<file path="config.mk">
export PLATFORM = sky130hd
export DESIGN_NAME = pli_ram
export DESIGN_NICKNAME = d
export VERILOG_FILES = /design/src/pli_ram.sv
export SDC_FILE = /design/constraint.sdc
export NUM_CORES = 2
export LEC_CHECK = 0
export BUFFER_PORTS_ARGS = -buffer_cell sky130_fd_sc_hd__buf_2
export CAP_MARGIN = 10
export CORE_ASPECT_RATIO = 1.2
export CORE_MARGIN = 3
export CORE_UTILIZATION = 47
export DETAILED_ROUTE_END_ITERATION = 8
export SLEW_MARGIN = 0
export SYNTH_ARGS = -nofsm -noshare
export SYNTH_HDL_FRONTEND = slang
export SYNTH_SLANG_ARGS = --single-unit
export TNS_END_PERCENT = 10
</file>
<file path="constraint.sdc">
create_clock -name clk -period 7.5 [get_ports clk]
set_input_delay 0.375 -clock clk [delete_from_list [all_inputs] [get_ports clk]]
set_output_delay 0.375 -clock clk [all_outputs]
set_load 0.05 [all_outputs]
</file>
<file path="src/pli_ram.sv">
// Generic single-write, single-read RAM with a registered read port.
module pli_ram #(
  parameter int WIDTH = 64,
  parameter int DEPTH = 64
) (
  input  logic                     clk,
  input  logic                     we,
  input  logic [$clog2(DEPTH)-1:0] waddr,
  input  logic [WIDTH-1:0]         wdata,
  input  logic [$clog2(DEPTH)-1:0] raddr,
  output logic [WIDTH-1:0]         rdata
);

  logic [WIDTH-1:0] mem [DEPTH];

  // Write port and registered read port.
  always_ff @(posedge clk) begin
    if (we) begin
      mem[waddr] <= wdata;
    end
    rdata <= mem[raddr];
  end

endmodule

</file>
After elaboration in Yosys (flattened, before gate mapping)
Memories as Yosys holds them, arrays and structs flattened. A register that Yosys moved wholly into a read port is not among the register bits.
Index checks and enable logic that the tools add are counted.
- register bits after elaboration: 0
- bits in writable memories: 4096
- input port bits: 78
- memories kept: 1
- mux-type cells: 2
- memories (memory ; depth ; bits a word ; read ports ; clocked after Yosys merged registers in ; wr ports ; RTL line ; RTL):
    mem ; 64 ; 64 ; 1 ; 1 ; 1 ; 14 ; logic [WIDTH-1:0] mem [DEPTH];
- operator list (cell ; count):
    $mux 1 ; 2

Logic depth before layout (Yosys ltp)
- word-level depth: 2
- gate-level depth with buffers: 9
- mapped depth without buffers: 5

Worst setup path before layout
Ideal clock, no wire load.
- path type: input -> register
- start point: input waddr[3]
- end point: memory mem[48][0] (enable)
- stages on the path: 4
- path buffers: 1
- setup time: 0.564 ns
- setup slack: 1.689 ns
- arrival time: 5.247 ns
- cell sequence: clkbuf_1 nor2b_1 nand4b_1 nor3_1
- RTL lines (what ; RTL line ; RTL):
    start, declared ; 8 ; input logic [$clog2(DEPTH)-1:0] waddr,
    end, declared ; 14 ;
Straight into the memory's write port.

==> impl_metrics.ini <==
[synthesis]
synthesis.area_mm2 = 0.1563
synth.top_cell.area_share_pct = 78.67
yosysWarnings = 0
yosysUniqueCellTypes = 33
synthCells = 6598
ys_seq_area_share_pct = 79.49
syn-num-nets = 6676
syn_avg_cell_area_um2 = 23.70
yosysTopAreaCell = edfxtp_1
synth-seq-cells = 4160
synth.area.top_cells = edfxtp_1, mux4_2, mux2i_1

[sta]
fmax_ghz = 0.3252
fin_skew_ps = 63.45
finalSetupViolations = 0
post-route-period-util_pct = 41.00
drv_slew = 0
min_period_ps = 3075
rsz0062_at_grt = no
hold_viol_final = 0
worst_slew_pin_slew_ps = 1256
postLayoutSetupSlackWorst_ps = 4425
slew_headroom_pct = 16.08
fin_setup_tns_ps = 0

[global_route]
grt_use_met1_pct = 35.62
grt_max_degree = 127
overflow = 0
grt_pass1_wl_um = 617600
gr-usage-met2_pct = 43.91
grt_pass1_vias = 76530
busiest_layer = met2
grt_usage_pct = 26.05
use_met3_pct = 4.236
antenna_found_initial = 31

[detailed_routing]
wl_per_cell_um = 37.87
first_iter_violations = 9690
vias_per_cell = 6.430
postRouteWirelength_um = 444400
first_pass_iters = 6
final_antenna_net_count = 0
drc_errors = 0
vias = 75460

[clock_network]
cts_tree = built
cts-root-buf = clkbuf_16
cts_buffers = 402
clkLatencyLatePin_ps = 950
clock_sinks = 4160
cts_resized = 0
cts_setup_buffers = 0
cts.path.max_buffers = 4
cts_hold_buf = 0
path_clk_slew_ps = 60
htreeDepth = 5

[setup_path]
critPathArrivalTime_ps = 3800
worst_path_most_repeated_cell = buf_12
slowest_stage = buf_12
r2r_cells = 5
setup.worst_path.start = raddr[0]
r2r_end = rdata[2]
cp_cell_sequence = buf_12, buf_12, buf_12, mux4_2, mux2i_1, o22ai_1, a41oi_1, a211oi_1
cp.required_ps = 8230
crit_path_start_kind = primary input
worstSetupPathType = primary input to flip-flop
rrSetupSlack_ps = 5200
crit_path_end = rdata[36]
slowest_delay_ps = 600
cp-end-kind = flip-flop
crit-reg2reg-launch = mem[12][2]
worstPathMaxFanout = 82

[layout]
final_cells = 11740
layout-drive-gt1-share_pct = 28.12
mostFrequentLayoutCells = edfxtp_1, mux4_2, clkbuf_16
final_common_cell = edfxtp_1
fin_nets = 7031
final_core_util_pct = 53.40
syn_to_final_growth_pct = 12.94

[power]
power_leakage_nw = 54.73
vdd_drop_max_mv = 0.3036
total_power_w = 0.04861
power_density_mw_per_mm2 = 275.3

[place]
port-buffer-count = 141
dpl.cell_count = 10970
hpwl_um = 225000
gp_congestion = 0.7703
pre_cts_ws_ps = 3527

[job]
drv_cap = 0

[outcome]
status = finished clean

[die]
die_area_mm2 = 0.3396
rows = 231
die_w_um = 532.5
die_h_um = 637.8
initial_core_util_pct = 47.29
pin_count = 142
core_mm2 = 0.3306

[min_path]
holdCritStartpoint = wdata[28]
hp-class = primary input to flip-flop
flip-flops by register name (all words and copies together), names as in the netlist:
name and flops:
mem 4096, rdata 64
synth_stat cells:
cell / instances
a22oi_1: 168
buf_1: 20
and2_1: 3
nand3b_1: 2
dfxtp_1: 64
nor2_1: 112
nor2b_1: 28
buf_6: 6
edfxtp_1: 4096
mux4_2: 1024
buf_4: 34
nand4_1: 2
clkbuf_1: 140
nand2_1: 58
and3_1: 64
mux2i_1: 135
a211oi_1: 63
a22o_1: 88
nand2b_1: 11
buf_2: 170
or2_2: 28
or3_1: 29
a41oi_1: 26
a31o_1: 1
nand3_1: 45
a31oi_1: 18
nand4b_1: 1
o221ai_1: 38
or3b_2: 1
nor3_1: 2
o22ai_1: 83
inv_1: 19
a2bb2oi_1: 19
kinds of logic (layout without fill, tap and decap cells):
kind of cell / count (synthesis) / after routing / synth area share, %
AOI/OAI and AO/OA: 504 / 504 / 2.477
buffers and inverters: 389 / 1084 / 1.180
DFF: 4160 / 4160 / 79.49
muxes: 1159 / 1159 / 15.61
other: 0 / 16 / 0
and+or+nand+nor: 386 / 386 / 1.240
how the worst min path moves through the flow:
| stage | cells past startpoint | endpoint | slack, ps |
|---|---|---|---|
| CTS | 3 | mem[54][62] | 50 |
| global route | 1 | mem[11][30] | 60 |
| floorplan | 0 | mem[0][0] | 470 |
| detailed placement | 4 | rdata[28] | 820 |
| finish | 1 | mem[6][28] | 70 |
| global placement | 4 | rdata[28] | 820 |
where the power goes:
group          switching (W)  internal (W)  total (W)
logic                0.00154      0.000790    0.00233
clock network        0.00863        0.0118     0.0204
registers           0.000102        0.0257     0.0258
worst max-delay path, delay by kind of cell:
family | cells | cell delay [ps]
buffers and inverters | 3 | 1510
multiplexers | 2 | 780
AO/OA/AOI/OAI | 3 | 620
layer usage:
| metal | routed length (um) | vias up |
|---|---|---|
| met1 | 169900 | 41840 |
| met4 | 12640 | 10 |
| li1 | - | 29230 |
| met5 | 61 | - |
| met3 | 36730 | 679 |
| met2 | 225100 | 3709 |
area by class of cell:
cell class	count	area, um^2
Inverter	19	71.32
Clock buffer	517	11000
Sequential cell	4160	124300
Fill cell	25010	154100
Clock inverter	227	2237
Tap cell	4427	5539
Timing Repair Buffer	321	2625
Multi-Input combinational cell	2049	30790
Antenna cell	16	40.04
stage by stage:
stage	instance area (um^2)	hold WS (ps)
after floorplan	156300	473.9
after global placement	163200	820.1
after detailed placement	163300	819.4
after CTS	176500	48.47
after global routing	176500	64.24
final	176600	70.43
Power figures use the tool's default switching activity.
